### config.mk
export PLATFORM = sky130hd
export DESIGN_NAME = quoted_printable_decoder
export DESIGN_NICKNAME = d
export VERILOG_FILES = /design/src/rtl/core/qpd_pkg.sv /design/src/rtl/core/qpd_decode.sv /design/src/rtl/core/qpd_out_fifo.sv /design/src/rtl/core/quoted_printable_decoder.sv
export SDC_FILE = /design/constraint.sdc
export NUM_CORES = 1
export LEC_CHECK = 0
export ABC_CLOCK_PERIOD_IN_PS = 3700
export BUFFER_PORTS_ARGS = -buffer_cell sky130_fd_sc_hd__buf_2
export CAP_MARGIN = 20
export CORE_ASPECT_RATIO = 1.75
export CORE_UTILIZATION = 40
export CTS_CLUSTER_DIAMETER = 100
export CTS_CLUSTER_SIZE = 40
export DETAILED_ROUTE_END_ITERATION = 8
export SLEW_MARGIN = 20
export SYNTH_ARGS = -nofsm -noshare
export SYNTH_HDL_FRONTEND = slang
export SYNTH_SLANG_ARGS = --single-unit
### constraint.sdc
create_clock -name clk -period 3.7 [get_ports clk]
set_input_delay 0.185 -clock clk [delete_from_list [all_inputs] [get_ports clk]]
set_output_delay 0.185 -clock clk [all_outputs]
set_load 0.02 [all_outputs]
### src/rtl/core/qpd_pkg.sv
// Package for the quoted-printable decoder.
// Holds the mode encoding, the character codes, the result types and the hex helper.
// No dependencies.
package qpd_pkg;

	typedef enum logic [2:0] {
		MODE_NORMAL = 3'd0,
		MODE_ESC    = 3'd1,
		MODE_HEX    = 3'd2,
		MODE_SOFT   = 3'd3,
		MODE_STOP   = 3'd4
	} mode_t;

	localparam logic [7:0] CH_EQ  = 8'h3D;
	localparam logic [7:0] CH_CR  = 8'h0D;
	localparam logic [7:0] CH_LF  = 8'h0A;
	localparam logic [7:0] CH_NUL = 8'h00;

	// Bit 4 of a hex lookup marks a byte that is not a hex digit.
	localparam logic [4:0] HEX_NONE = 5'h10;

	localparam int unsigned FifoDepth = 4;
	localparam int unsigned PtrW      = $clog2(FifoDepth);
	localparam int unsigned LevelW    = $clog2(FifoDepth + 1);

	typedef struct packed {
		logic [7:0] data;
		logic       has_byte;
		logic       eom;
	} result_t;

	// Up to two results from one input beat.
	typedef struct packed {
		logic [1:0] cnt;
		result_t    r0;
		result_t    r1;
	} pair_t;

	function automatic logic [4:0] hex_value(input logic [7:0] c);
		logic [4:0] v;
		v = HEX_NONE;
		if (c >= 8'h30 && c <= 8'h39) v = {1'b0, c[3:0]};
		else if ((c >= 8'h41 && c <= 8'h46) || (c >= 8'h61 && c <= 8'h66))
			v = {1'b0, c[3:0] + 4'd9};
		return v;
	endfunction

	function automatic logic is_crlf(input logic [7:0] c);
		return (c == CH_CR) || (c == CH_LF);
	endfunction

endpackage

### src/rtl/core/qpd_decode.sv
// Decode step of the quoted-printable decoder: mode and nibble registers plus the
// combinational logic that turns one registered input byte into up to two results.
// Depends on qpd_pkg.
module qpd_decode (
	input  logic           clk,
	input  logic           arst_n,
	input  logic           advance,
	input  logic [7:0]     byte_s1,
	input  logic           final_s1,
	output qpd_pkg::pair_t pair
);
	import qpd_pkg::*;

	mode_t      mode_q, mode_d;
	logic [3:0] nib_q, nib_d;
	logic [4:0] hv;
	logic       is_hex;
	logic [1:0] cnt;
	result_t    r0, r1;

	always_ff @(posedge clk or negedge arst_n) begin
		if (!arst_n) begin
			mode_q <= MODE_NORMAL;
			nib_q  <= 4'd0;
		end else if (advance) begin
			mode_q <= mode_d;
			nib_q  <= nib_d;
		end
	end

	always_comb begin
		hv     = hex_value(byte_s1);
		is_hex = !hv[4];
		mode_d = mode_q;
		nib_d  = nib_q;
		cnt    = 2'd0;
		r0     = '{data: 8'd0, has_byte: 1'b0, eom: 1'b0};
		r1     = '{data: 8'd0, has_byte: 1'b0, eom: 1'b0};

		case (mode_q)
			MODE_STOP: begin
			end
			MODE_ESC: begin
				if (byte_s1 == CH_NUL) begin
					mode_d = MODE_STOP;
				end else if (final_s1) begin
					mode_d = MODE_NORMAL;
				end else if (is_hex) begin
					nib_d  = hv[3:0];
					mode_d = MODE_HEX;
				end else if (is_crlf(byte_s1)) begin
					mode_d = MODE_SOFT;
				end else begin
					// Not a valid escape: the equals sign goes out literally.
					r0     = '{data: CH_EQ, has_byte: 1'b1, eom: 1'b0};
					r1     = '{data: byte_s1, has_byte: 1'b1, eom: 1'b0};
					cnt    = 2'd2;
					mode_d = MODE_NORMAL;
				end
			end
			MODE_HEX: begin
				if (byte_s1 == CH_NUL) begin
					mode_d = MODE_STOP;
				end else begin
					if (is_hex) begin
						r0  = '{data: {nib_q, hv[3:0]}, has_byte: 1'b1, eom: 1'b0};
						cnt = 2'd1;
					end else if (is_crlf(byte_s1)) begin
						r0  = '{data: byte_s1, has_byte: 1'b1, eom: 1'b0};
						cnt = 2'd1;
					end
					mode_d = MODE_NORMAL;
				end
			end
			default: begin
				// Normal mode, the end of a soft break, and unused codes.
				if (mode_q == MODE_SOFT && is_crlf(byte_s1)) begin
					mode_d = MODE_SOFT;
				end else if (byte_s1 == CH_NUL) begin
					mode_d = MODE_STOP;
				end else if (byte_s1 == CH_EQ) begin
					mode_d = MODE_ESC;
				end else begin
					r0     = '{data: byte_s1, has_byte: 1'b1, eom: 1'b0};
					cnt    = 2'd1;
					mode_d = MODE_NORMAL;
				end
			end
		endcase

		if (final_s1) begin
			case (cnt)
				2'd0: begin
					r0  = '{data: 8'd0, has_byte: 1'b0, eom: 1'b1};
					cnt = 2'd1;
				end
				2'd1:    r0.eom = 1'b1;
				default: r1.eom = 1'b1;
			endcase
			mode_d = MODE_NORMAL;
			nib_d  = 4'd0;
		end

		pair = '{cnt: cnt, r0: r0, r1: r1};
	end

endmodule

### src/rtl/core/qpd_out_fifo.sv
// Result queue of the quoted-printable decoder: takes up to two results per
// cycle and presents one registered result per cycle. Depends on qpd_pkg.
module qpd_out_fifo (
	input  logic                       clk,
	input  logic                       arst_n,
	input  logic                       wr_en,
	input  qpd_pkg::pair_t             pair,
	input  logic                       rd_en,
	output qpd_pkg::result_t           head,
	output logic                       not_empty,
	output logic [qpd_pkg::LevelW-1:0] level
);
	import qpd_pkg::*;

	result_t         mem_q [FifoDepth];
	logic [PtrW-1:0] wr_ptr_q, rd_ptr_q, wr_ptr_1;
	logic [LevelW-1:0] level_q, wr_num, rd_num;

	assign wr_ptr_1  = wr_ptr_q + PtrW'(1);
	assign wr_num    = wr_en ? LevelW'(pair.cnt) : '0;
	assign rd_num    = rd_en ? LevelW'(1) : '0;
	assign head      = mem_q[rd_ptr_q];
	assign not_empty = (level_q != '0);
	assign level     = level_q;

	always_ff @(posedge clk) begin
		if (wr_en && pair.cnt != 2'd0) mem_q[wr_ptr_q] <= pair.r0;
		if (wr_en && pair.cnt == 2'd2) mem_q[wr_ptr_1] <= pair.r1;
	end

	always_ff @(posedge clk or negedge arst_n) begin
		if (!arst_n) begin
			wr_ptr_q <= '0;
			rd_ptr_q <= '0;
			level_q  <= '0;
		end else begin
			wr_ptr_q <= wr_ptr_q + PtrW'(wr_num);
			rd_ptr_q <= rd_ptr_q + PtrW'(rd_num);
			level_q  <= level_q + wr_num - rd_num;
		end
	end

endmodule

### src/rtl/core/quoted_printable_decoder.sv
// Top level of the quoted-printable decoder: input register, decode step and result queue.
// Depends on qpd_pkg, qpd_decode and qpd_out_fifo.
//
//   Channel | Handshake            | Payload
//   --------+----------------------+-------------------------------------
//   input   | in_valid / in_ready  | in_byte[7:0], is_final
//   output  | out_valid / out_ready| out_byte[7:0], has_byte, end_of_message
//
// One input beat is taken per cycle while in_ready is high. A beat is registered,
// then decoded, and its results land in a four-entry queue that drives the output.
// A beat that yields two results (an invalid escape) leaves the queue as two
// separate results, so the sustained rate is one beat per cycle while beats
// yield at most one result each and the output keeps up. The input register
// advances only when the queue has room for two results, so a stalled output
// backs up into in_ready once the queue holds more than two results.
// Reset clears the decode mode, the held nibble and the queue.
module quoted_printable_decoder (
	input  logic       clk,
	input  logic       arst_n,
	input  logic       in_valid,
	output logic       in_ready,
	input  logic [7:0] in_byte,
	input  logic       is_final,
	output logic       out_valid,
	input  logic       out_ready,
	output logic [7:0] out_byte,
	output logic       has_byte,
	output logic       end_of_message
);
	import qpd_pkg::*;

	logic              valid_s1;
	logic [7:0]        byte_s1;
	logic              final_s1;
	logic              advance;
	logic              room;
	pair_t             pair;
	result_t           head;
	logic [LevelW-1:0] level;

	// The queue must hold two fresh results on top of what it already has.
	assign room     = (level <= LevelW'(FifoDepth - 2));
	assign advance  = valid_s1 && room;
	assign in_ready = !valid_s1 || advance;

	always_ff @(posedge clk or negedge arst_n) begin
		if (!arst_n) begin
			valid_s1 <= 1'b0;
		end else if (in_ready) begin
			valid_s1 <= in_valid;
		end
	end

	// Payload register needs no reset.
	always_ff @(posedge clk) begin
		if (in_ready && in_valid) begin
			byte_s1  <= in_byte;
			final_s1 <= is_final;
		end
	end

	qpd_decode u_decode (
		.clk      (clk),
		.arst_n   (arst_n),
		.advance  (advance),
		.byte_s1  (byte_s1),
		.final_s1 (final_s1),
		.pair     (pair)
	);

	qpd_out_fifo u_fifo (
		.clk       (clk),
		.arst_n    (arst_n),
		.wr_en     (advance),
		.pair      (pair),
		.rd_en     (out_valid && out_ready),
		.head      (head),
		.not_empty (out_valid),
		.level     (level)
	);

	assign out_byte       = head.data;
	assign has_byte       = head.has_byte;
	assign end_of_message = head.eom;

`ifndef NO_ASSERTIONS
	// The queue never overflows.
	a_level_bound: assert property (@(posedge clk) disable iff (!arst_n)
		level <= LevelW'(FifoDepth))
		else $error("result queue level beyond its depth");

	// A result without data is only ever the bare end marker.
	a_bare_marker: assert property (@(posedge clk) disable iff (!arst_n)
		out_valid && !has_byte |-> end_of_message && out_byte == 8'd0)
		else $error("empty result that is not an end marker");

	// A decoded beat always finds room for both of its results.
	a_room_on_advance: assert property (@(posedge clk) disable iff (!arst_n)
		advance |=> level <= LevelW'(FifoDepth))
		else $error("queue filled past its depth after a decode");
`endif

endmodule
# Word level (Yosys, flattened, before mapping)
# Memory sizes are Yosys's and may differ from the RTL's.
# Cells that the tools add are included.
dict set report word_totals {
  ff_bits 24
  ram_bits 40
  output_inout_bits 12
  memories 1
}
# name depth word_bits rd rd_clocked_by_memory_dff wr line
set mem_list {}
lappend mem_list {u_fifo.mem_q 4 10 1 0 2 qpd_out_fifo.sv:15} ;# result_t mem_q [FifoDepth];
dict set report classes {
  n_addsub 6
  magnitude_cmp 7
  eq_ne 12
  mux 55
  n_reduce_logical 21
}
# operator n
set ops {}
lappend ops {{10-bit two-way mux} 15}
lappend ops {{10-bit case mux with 3 select lines} 1}
lappend ops {{2-bit two-way mux} 12}
lappend ops {{3-bit two-way mux} 6}
lappend ops {{8-bit by 4-bit equality test with 1-bit output (second input constant)} 2}
lappend ops {{8-bit by 7-bit greater-or-equal comparator with 1-bit output (second input constant)} 2}
lappend ops {{8-bit by 7-bit less-or-equal comparator with 1-bit output (second input constant)} 2}
lappend ops {{4-bit two-way mux} 4}
lappend ops {{1-bit two-way mux} 11}
lappend ops {{5-bit two-way mux} 2}
lappend ops {{1-bit logical AND} 9}
lappend ops {{9-bit two-way mux} 1}
lappend ops {{3-bit case mux with 3 select lines} 1}
lappend ops {{8-bit by 6-bit equality test with 1-bit output (second input constant)} 1}
lappend ops {{8-bit by 6-bit greater-or-equal comparator with 1-bit output (second input constant)} 1}
lappend ops {{8-bit by 6-bit less-or-equal comparator with 1-bit output (second input constant)} 1}
lappend ops {{8-bit logical NOT} 1}
lappend ops {{8-bit two-way mux} 1}
lappend ops {{3-bit by 2-bit equality test with 1-bit output (second input constant)} 2}
lappend ops {{2-bit inequality test (second input constant)} 3}
lappend ops {{2-bit case mux with 3 select lines} 1}
lappend ops {{2-bit adder} 2}
lappend ops {{4-bit adder (second input constant)} 1}
lappend ops {{4-bit AND reduction} 1}
lappend ops {{15 further kinds} 18}

# Longest topological paths before layout
# Gate-level depths: netlist of the first run.
dict set report depth {
  ltp_word 16
  depth_mapped 13
  ltp_nobuf 12
}

# Cells and area by module
# Synthesis of the first run repeated with hierarchy kept, for this count alone.
dict set report unflattened {
  hier_cells 288
  hier_area_um2 3758.6
}
# mod instances cells_each area_each_um2 seq_area_each_um2
set modules_own_cells {}
lappend modules_own_cells {qpd_out_fifo 1 141 2432.3 1376.3}
lappend modules_own_cells {qpd_decode 1 130 991.0 175.2}
lappend modules_own_cells {quoted_printable_decoder 1 17 335.3 295.3}

# Worst setup path before layout of the first run
# No wires, ideal clock.
dict set report synth_timing {
  kind {flip-flop to flip-flop}
  from {register byte_s1[0]}
  to {register u_fifo.level_q[2], in the netlist u_fifo.level[2]}
  setup_time_ps 123
  arrival_ps 2955
  required_ps 3577
  path_slack_ps 622
  path_stages_with_launch 13
  path_buffers 0
  path_cell_list {edfxtp_1 -> inv_1 -> ha_1 -> or3b_2 -> o311a_2 -> nor2_2 -> a21oi_1 -> a311oi_1 -> nor2_1 -> ha_1 -> fa_1 -> xnor2_1 -> xnor2_1}
}
dict set report synth_via {
  elab_chain_cells 15
  elab_cells_between_ends 35
  cone_classes {add/sub: 2; order compare: 6; eq/ne: 3; mux: 16; reduce/logical: 8}
}
# item line
set synth_lines {}
lappend synth_lines {{start, declared} quoted_printable_decoder.sv:33} ;# logic [7:0] byte_s1;
lappend synth_lines {{start signal, assigned} quoted_printable_decoder.sv:57} ;# byte_s1 <= in_byte;
lappend synth_lines {{8-bit by 7-bit greater-or-equal comparator with 1-bit output / 8-bit by 7-bit less-or-equal comparator with 1-bit output (equally long branches)} qpd_pkg.sv:43} ;# else if ((c >= 8'h41 && c <= 8'h46) || (c >= 8'h61 && c <= 8'h66))
lappend synth_lines {{1-bit logical AND} qpd_pkg.sv:43}
lappend synth_lines {{1-bit logical OR} qpd_pkg.sv:43}
lappend synth_lines {{5-bit two-way mux} qpd_pkg.sv:43}
lappend synth_lines {{5-bit two-way mux} qpd_pkg.sv:42} ;# if (c >= 8'h30 && c <= 8'h39) v = {1'b0, c[3:0]};
lappend synth_lines {{2-bit two-way mux} qpd_decode.sv:48} ;# end else if (is_hex) begin
lappend synth_lines {{2-bit two-way mux} qpd_decode.sv:46} ;# end else if (final_s1) begin
lappend synth_lines {{2-bit two-way mux} qpd_decode.sv:44} ;# if (byte_s1 == CH_NUL) begin
lappend synth_lines {{2-bit case mux with 3 select lines *} qpd_decode.sv:40} ;# case (mode_q)
lappend synth_lines {{2-bit logical NOT} qpd_decode.sv:92} ;# case (cnt)
lappend synth_lines {{2-bit two-way mux} qpd_decode.sv:92}
lappend synth_lines {{2-bit two-way mux *} qpd_decode.sv:91} ;# if (final_s1) begin
lappend synth_lines {{2-bit two-way mux *} qpd_out_fifo.sv:20} ;# assign wr_num = wr_en ? LevelW'(pair.cnt) : '0;
lappend synth_lines {{3-bit adder *} qpd_out_fifo.sv:39} ;# level_q <= level_q + wr_num - rd_num;
lappend synth_lines {{3-bit subtractor *} qpd_out_fifo.sv:39}
lappend synth_lines {{end signal, assigned} qpd_out_fifo.sv:39}
lappend synth_lines {{end, declared} qpd_out_fifo.sv:17} ;# logic [LevelW-1:0] level_q, wr_num, rd_num;
# Mark *: on every way between the ends. The rest lies on a longest branch, timed or not.
# A chain may end at the register's enable or synchronous reset.

# Final worst setup path of the first run
dict set report layout_timing {
  from {register byte_s1[1]}
  to {register u_fifo.level_q[2], in the netlist u_fifo.level[2]}
}
# The elaborated chain is that of the path after synthesis.

==> results_dict.tcl, run 1 <==
set metrics [dict create \
    status "complete, no violations" \
    cp.arrival_ns 3.69 \
    place_area_um2 3690 \
    crit_type "register to register" \
    crit_family "adder cells" \
    reg2reg_from "byte_s1[1]" \
    area_growth_pct 17.7 \
    pin_count 25 \
    leakage_nw 1.51 \
    ys.flop_type "edfxtp_1" \
    grt_max_degree 16 \
    wl_um 7950 \
    fin_area_um2 4040 \
    drt_first_pass_iters 4 \
    post-cts-setup-buffers 0 \
    setup_tns_ns 0 \
    track_usage 0.195 \
    viasPerCell 5.43 \
    initialDrtViolationCount 127 \
    gp_congestion 0.905 \
    worstHoldStart "in_byte[6]" \
    yosysTopAreaCell "edfxtp_1" \
    wl_per_cell_um 18.1 \
    drc 0 \
    worstSkewPairLatency_ns 0.34 \
    async_reset_ff_frac 0.234 \
    max-cap-violations 0 \
    clkTransAtPathRegs_ns 0.06 \
    cts_tree "built" \
    cellPowerDensity_nw_per_um2 807 \
    yosys-top-cells-area "edfxtp_1 (43%), dfrtp_1 (11%), mux4_2 (6.6%)" \
    crit_chain "inv_1 > ha_1 > or3b_2 > o311a_2 > nor2_2 > a21oi_1 > a311oi_2 > nor2_1 > ha_1 > fa_1 > xnor2_1 > xnor2_1" \
    drive_gt1_frac 0.228 \
    r2r_cells 12 \
    synth_fp_nets 314 \
    netlist_area_um2 3430 \
    ant_nets 0 \
    hold_end "byte_s1[6]" \
    min_period_ns 3.42 \
    fin_crit_sh 0.925 \
    max_stage_delay_ns 0.51 \
    clock-sinks 64 \
    r2r_slack_ns 0.28 \
    slew_viol_final 0 \
    clock_skew_ns 0.00967 \
    die_area_um2 8970 \
    port_buffers 24 \
    core-area_um2 8310 \
    hold_class "input port to register" \
    timing.rr.end "u_fifo.level[2]" \
    slowest_stage "edfxtp_1" \
    synth_enable_flop_cells 49 \
    timing.fmax_mhz 292 \
    htreeDepth 3 \
    chipWidth_um 72.0 \
    synth_seq_cells 64 \
    synth_area_per_cell_um2 11.8 \
    worst_slew_pin_slew_ns 1.02 \
    nNetsFinal 342 \
    crit_path_end_kind "register" \
    p_total_mw 3.26 \
    syn_inst 291 \
    die_height_um 125 \
    path_max_fanout 8 \
    overflow 0 \
    finalSetupViolCount 0 \
    ys_types 55 \
    yosysTopAreaCellShare 0.429 \
    cts-buffers-inserted 9 \
    rsz0062_at_grt "false" \
    hold_viol 0 \
    hpwl_um 6260 \
    diodes 0 \
    hold_path_depth 1 \
    grt_pass1_wl_um 12600 \
    grt_antenna_before_repair 0 \
    cts-root-buf "clkbuf_16" \
    nFillCells 758 \
    cp.buffers_inverters 1 \
    clockBufferDepth 2 \
    start_kind "register" \
    required_ns 3.96 \
    synth-seq-area-share 0.538 \
    maxSlewHeadroom 0.319 \
    start_util 0.413 \
    irDropWorstVdd_mv 0.381 \
    vias 2385 \
    yosys_warnings 0 \
    grt_pass1_vias 2452 \
    std_cell_rows 44 \
]
flip-flops by register name (all words and copies together), names as in the netlist:
name             flops
u_fifo.wr_ptr_q      2
u_decode.mode_q      3
final_s1             1
u_decode.nib_q       4
u_fifo.mem_q        40
u_fifo.rd_ptr_q      2
valid_s1             1
byte_s1              8
u_fifo.level         3
worst reg2reg max path: cells and delay by family (launching register included):
| kind | cells | cell delay, ns |
|---|---|---|
| compound gates | 3 | 0.73 |
| xor+xnor | 2 | 0.34 |
| fa+ha+maj | 3 | 0.81 |
| buf+inv | 1 | 0.19 |
| flops | 1 | 0.51 |
| simple gates | 3 | 0.76 |
cell families after synthesis:
| logic type | after synthesis | synth area share |
|---|---|---|
| mux | 11 | 0.0689 |
| compound gates | 87 | 0.167 |
| buf+inv | 25 | 0.0303 |
| xor+xnor | 8 | 0.0204 |
| flops | 64 | 0.538 |
| simple gates | 86 | 0.137 |
| fa+ha+maj | 10 | 0.0386 |
report_power, final:
group	internal, mW	total [mW]	switching (mW)	leakage, nW
clock	0.655	0.961	0.306	0.164
combinational	0.483	1.09	0.610	0.711
sequential	1.03	1.21	0.181	0.636
total	2.16	3.26	1.10	1.51
cell usage after synthesis, types with 9 or more instances:
library cell   n
mux4_2        10
dfrtp_1       15
inv_1          9
ha_1           9
nand2_1       27
o21bai_1      10
edfxtp_1      49
a21oi_1       17
o21ai_0       26
clkbuf_1      10
nor2_1        15
per-layer routing:
layer | routed length (um) | part of all wire | GRT usage
met5 | 0 | 0 | 0
met4 | 367 | 0.046 | 0.137
met3 | 256 | 0.032 | 0.0388
met2 | 4500 | 0.57 | 0.351
met1 | 2830 | 0.36 | 0.193
metrics by stage:
| step | util | std cells | setup slack (ns) | hold WS, ns |
|---|---|---|---|---|
| 2_1_floorplan | - | 291 | 0.622 | -0.111 |
| 3_3_place_gp | 0.443 | 422 | 0.319 | 0.121 |
| 3_5_place_dp | 0.443 | 422 | 0.252 | 0.131 |
| 4_1_cts | 0.485 | 439 | 0.223 | 0.0181 |
| 5_1_grt | 0.486 | 439 | 0.0492 | 0.0250 |
| 6_report | 0.486 | 439 | 0.276 | 0.0255 |
placed cells by master, fill, tap and decap left out, types with 4 or more instances in the layout:
cell type  netlist  final
edfxtp_1        49     49
nand2_1         27     27
o21ai_0         26     26
buf_2            5     24
a21oi_1         17     17
nor2_1          15     15
dfrtp_1         15     15
o21bai_1        10     10
mux4_2          10     10
inv_1            9      9
ha_1             9      9
clkbuf_16        0      9
buf_4            1      8
nand3_1          7      7
or3_1            7      7
and2_1           5      5
o21a_1           5      5
a21o_1           5      5
xor2_1           4      4
or2_1            4      4
xnor2_1          4      4
a22oi_1          4      4
timing repair:
action,in CTS,in global routing
hold buffers,1,0
gates resized for setup,0,1
endpoints found under the setup margin,0,1
hold endpoints to repair,15,0
how the worst max path moves through the flow:
stage | from | endpoint | slack [ns] | depth (start not counted)
after detailed placement | byte_s1[1] | u_fifo.level[2] | 0.25 | 12
final | byte_s1[1] | u_fifo.level[2] | 0.28 | 12
after global placement | byte_s1[1] | u_fifo.level[2] | 0.32 | 12
after floorplan | byte_s1[0] | u_fifo.level[2] | 0.62 | 12
after global routing | byte_s1[1] | u_fifo.level[2] | 0.05 | 12
after CTS | byte_s1[1] | u_fifo.level[2] | 0.22 | 12
layout make-up:
cell class	count	area, um^2	share of cell area
inverters	9	33.8	0.00836
well taps	115	144	0.0356
multi-input cells	202	1490	0.368
flip-flops and latches	64	1850	0.457
clock inverters	6	108	0.0266
repair buffers	33	190	0.0471
clock buffers	10	229	0.0567
No activity file was read; power rests on OpenSTA's default activity.
==> run 2, diff against run 1 <==
--- a/config.mk
+++ b/config.mk
@@ -5,14 +5,18 @@
 export SDC_FILE = /design/constraint.sdc
 export NUM_CORES = 1
 export LEC_CHECK = 0
+export ABC_AREA = 1
 export ABC_CLOCK_PERIOD_IN_PS = 3700
 export BUFFER_PORTS_ARGS = -buffer_cell sky130_fd_sc_hd__buf_2
 export CAP_MARGIN = 20
+export CELL_PAD_IN_SITES_DETAIL_PLACEMENT = 1
+export CELL_PAD_IN_SITES_GLOBAL_PLACEMENT = 2
 export CORE_ASPECT_RATIO = 1.75
-export CORE_UTILIZATION = 40
+export CORE_UTILIZATION = 38
 export CTS_CLUSTER_DIAMETER = 100
 export CTS_CLUSTER_SIZE = 40
 export DETAILED_ROUTE_END_ITERATION = 8
+export PLACE_DENSITY_LB_ADDON = 0.1
 export SLEW_MARGIN = 20
 export SYNTH_ARGS = -nofsm -noshare
 export SYNTH_HDL_FRONTEND = slang
==> run 2 against run 1 <==
  * Global-route usage increased by 1.1 points
  * Highest routed layer unchanged
  * Die area increased by 14%
  * First-iteration DRC count increased by 69%
  * Clock power decreased by 21%
  * Non-clock buffer count decreased by 7
  * Largest power group unchanged
  * Final area increased by 4.0%
  * Register-to-register slack improved by 0.51 ns
==> results_dict.tcl, run 2 <==
set metrics [dict create \
    chipWidth_um 76.9 \
    std_cell_rows 47 \
    gp_congestion 0.877 \
    place_inst 545 \
    yosysTopAreaCell "edfxtp_1" \
    hold_class "input port to register" \
    hold_end "byte_s1[4]" \
    reg_top3 "u_fifo.mem_q x40, byte_s1 x8, u_decode.nib_q x4" \
    largest_register_ffs 40 \
    slowest_stage "edfxtp_1" \
    cp.buffers_inverters 1 \
    port_buffers 24 \
    clkTransAtPathRegs_ns 0.06 \
    die_area_um2 10200 \
    path_max_fanout 11 \
    clock_skew_ns 0.00774 \
    rsz0062_at_grt "false" \
    synth_fp_nets 435 \
    pin_count 25 \
    yosys_warnings 0 \
    seqCellArea_um2 1850 \
    crit_type "register to register" \
    met2_usage 0.389 \
    finalSetupViolCount 0 \
    worst_slew_pin_slew_ns 0.818 \
    overflow 0 \
    hpwl_um 7610 \
    hold_viol 0 \
    syn_inst 412 \
    diodes 0 \
    wl_per_cell_um 17.0 \
    grt_pass1_wl_um 15900 \
    leakage_nw 1.83 \
    grt_max_degree 23 \
    r2r_slack_ns 0.78 \
    cts_tree "built" \
    yosysTopAreaCellShare 0.395 \
    status "complete, no violations" \
    grtUsageMet3 0.0372 \
    synth_seq_cells 64 \
    core-area_um2 9470 \
    drc 0 \
    irDropWorstVdd_mv 0.325 \
    clock-sinks 64 \
    clockBufferDepth 2 \
    cp.arrival_ns 2.89 \
    nNetsFinal 458 \
    crit_chain "inv_1 > ha_1 > nand2_1 > nor2_1 > nor2_1 > a21oi_2 > nand3_1 > nand4_2 > nand3_1 > nand2_1" \
    ys_types 39 \
    r2r_cells 10 \
    nFillCells 1137 \
    grt_antenna_before_repair 0 \
    max_stage_delay_ns 0.44 \
    final_common_cell "nand2_1" \
    required_ns 3.67 \
    die_height_um 133 \
    ant_nets 0 \
    cts-root-buf "clkbuf_16" \
    htreeDepth 3 \
    grt_pass1_vias 3157 \
    async_reset_ff_frac 0.234 \
    crit_path_end_kind "register" \
    cts_resized 0 \
    crit_family "simple AND/OR/NAND/NOR gates" \
    maxSlewHeadroom 0.452 \
    grtUsageMet1 0.215 \
    area_growth_pct 12.7 \
    timing.rr.end "u_fifo.mem_q[0][3]" \
    synth-seq-area-share 0.496 \
    cellPowerDensity_nw_per_um2 705 \
    worstHoldStart "in_byte[4]" \
    final_cells 562 \
    cts-buffers-inserted 9 \
    wl_um 9540 \
    ys.flop_type "edfxtp_1" \
    start_kind "register" \
    synth_area_per_cell_um2 9.04 \
    synth_enable_flop_cells 49 \
    vias 2890 \
    max-cap-violations 0 \
    timing.fmax_mhz 343 \
    netlist_area_um2 3730 \
    slew_viol_final 0 \
    initialDrtViolationCount 215 \
    viasPerCell 5.14 \
    track_usage 0.206 \
    hold_path_depth 1 \
    fin_crit_sh 0.789 \
    mostFrequentLayoutCells "nand2_1 (82), edfxtp_1 (49), nand3_1 (45)" \
    top_register "u_fifo.mem_q" \
    reg2reg_from "byte_s1[1]" \
    drt_first_pass_iters 4 \
    setup_tns_ns 0 \
    yosysMostFrequentCell "nand2_1" \
    start_util 0.394 \
    drive_gt1_frac 0.186 \
    busiest_layer "met2" \
    worstSkewPairLatency_ns 0.33 \
    min_period_ns 2.92 \
    yosys-top-cells-area "edfxtp_1 (39%), dfrtp_1 (10%), nand2_1 (8.3%)" \
    multi_input_area_um2 1580 \
    ys_top_cells_by_count "nand2_1 (82), edfxtp_1 (49), nand3_1 (45), inv_1 (43), nor2_1 (39)" \
]
## run 2: worst max-delay path by stage
stage | from | slack [ns] | end | cells past startpoint
6_report | byte_s1[1] | 0.78 | u_fifo.mem_q[0][3] | 10
2_1_floorplan | byte_s1[1] | 1.34 | u_fifo.level[2] | 12
3_3_place_gp | byte_s1[0] | 0.86 | u_fifo.mem_q[0][4] | 10
4_1_cts | byte_s1[1] | 0.78 | u_fifo.mem_q[0][3] | 10
5_1_grt | byte_s1[1] | 0.54 | u_fifo.mem_q[0][3] | 10
3_5_place_dp | byte_s1[0] | 0.82 | u_fifo.mem_q[0][4] | 10
## run 2: timing repair
item                                   4_1_cts  5_1_grt
hold buffers                                 1        0
setup endpoints to repair                    0        0
setup buffers                                0        0
endpoints found under the hold margin       15        0
## run 2: worst register-to-register path, stage by stage, from the launching register on
cell and delay [ns]:
edfxtp_1 0.44, inv_1 0.21, ha_1 0.29, nand2_1 0.11, nor2_1 0.10, nor2_1 0.08, a21oi_2 0.19, nand3_1 0.38
nand4_2 0.25, nand3_1 0.09, nand2_1 0.41
## run 2: stage by stage
stage / hold WS [ns] / setup WS (ns) / util / instance area [um^2] / power (mW)
floorplan: -0.111 / 1.34 / - / 3730 / 1.88
global placement: 0.119 / 0.855 / 0.414 / 3920 / 2.20
detailed placement: 0.121 / 0.823 / 0.414 / 3920 / 2.23
CTS: 0.0143 / 0.781 / 0.444 / 4200 / 3.01
global route: 0.0164 / 0.535 / 0.444 / 4200 / 3.17
finish: 0.0235 / 0.781 / 0.444 / 4200 / 2.96
## run 2: cell type report
cell class / instances / share of cell area
clock buffers: 9 / 0.0536
clock inverters: 7 / 0.0116
inverters: 54 / 0.0495
multi-input cells: 280 / 0.376
flip-flops and latches: 64 / 0.440
well taps: 122 / 0.0364
repair buffers: 26 / 0.0328
## run 2: metal layers
layer	vias to the layer above	routed length, um	part of all wire
met5	-	0	0
met4	0	292	0.031
met2	39	5400	0.57
li1	1442	-	-
met3	20	194	0.020
met1	1389	3660	0.38
## run 2: power breakdown
group | switching (mW) | total, mW | internal [mW]
combinational | 0.740 | 1.07 | 0.326
clock | 0.311 | 0.763 | 0.452
sequential | 0.144 | 1.13 | 0.987
total | 1.19 | 2.96 | 1.76
## run 2: kinds of logic after synthesis
| group | synth area share |
|---|---|
| xor+xnor | 0.0141 |
| buf+inv | 0.0803 |
| flops | 0.496 |
| simple gates | 0.277 |
| compound gates | 0.0970 |
| fa+ha+maj | 0.0356 |
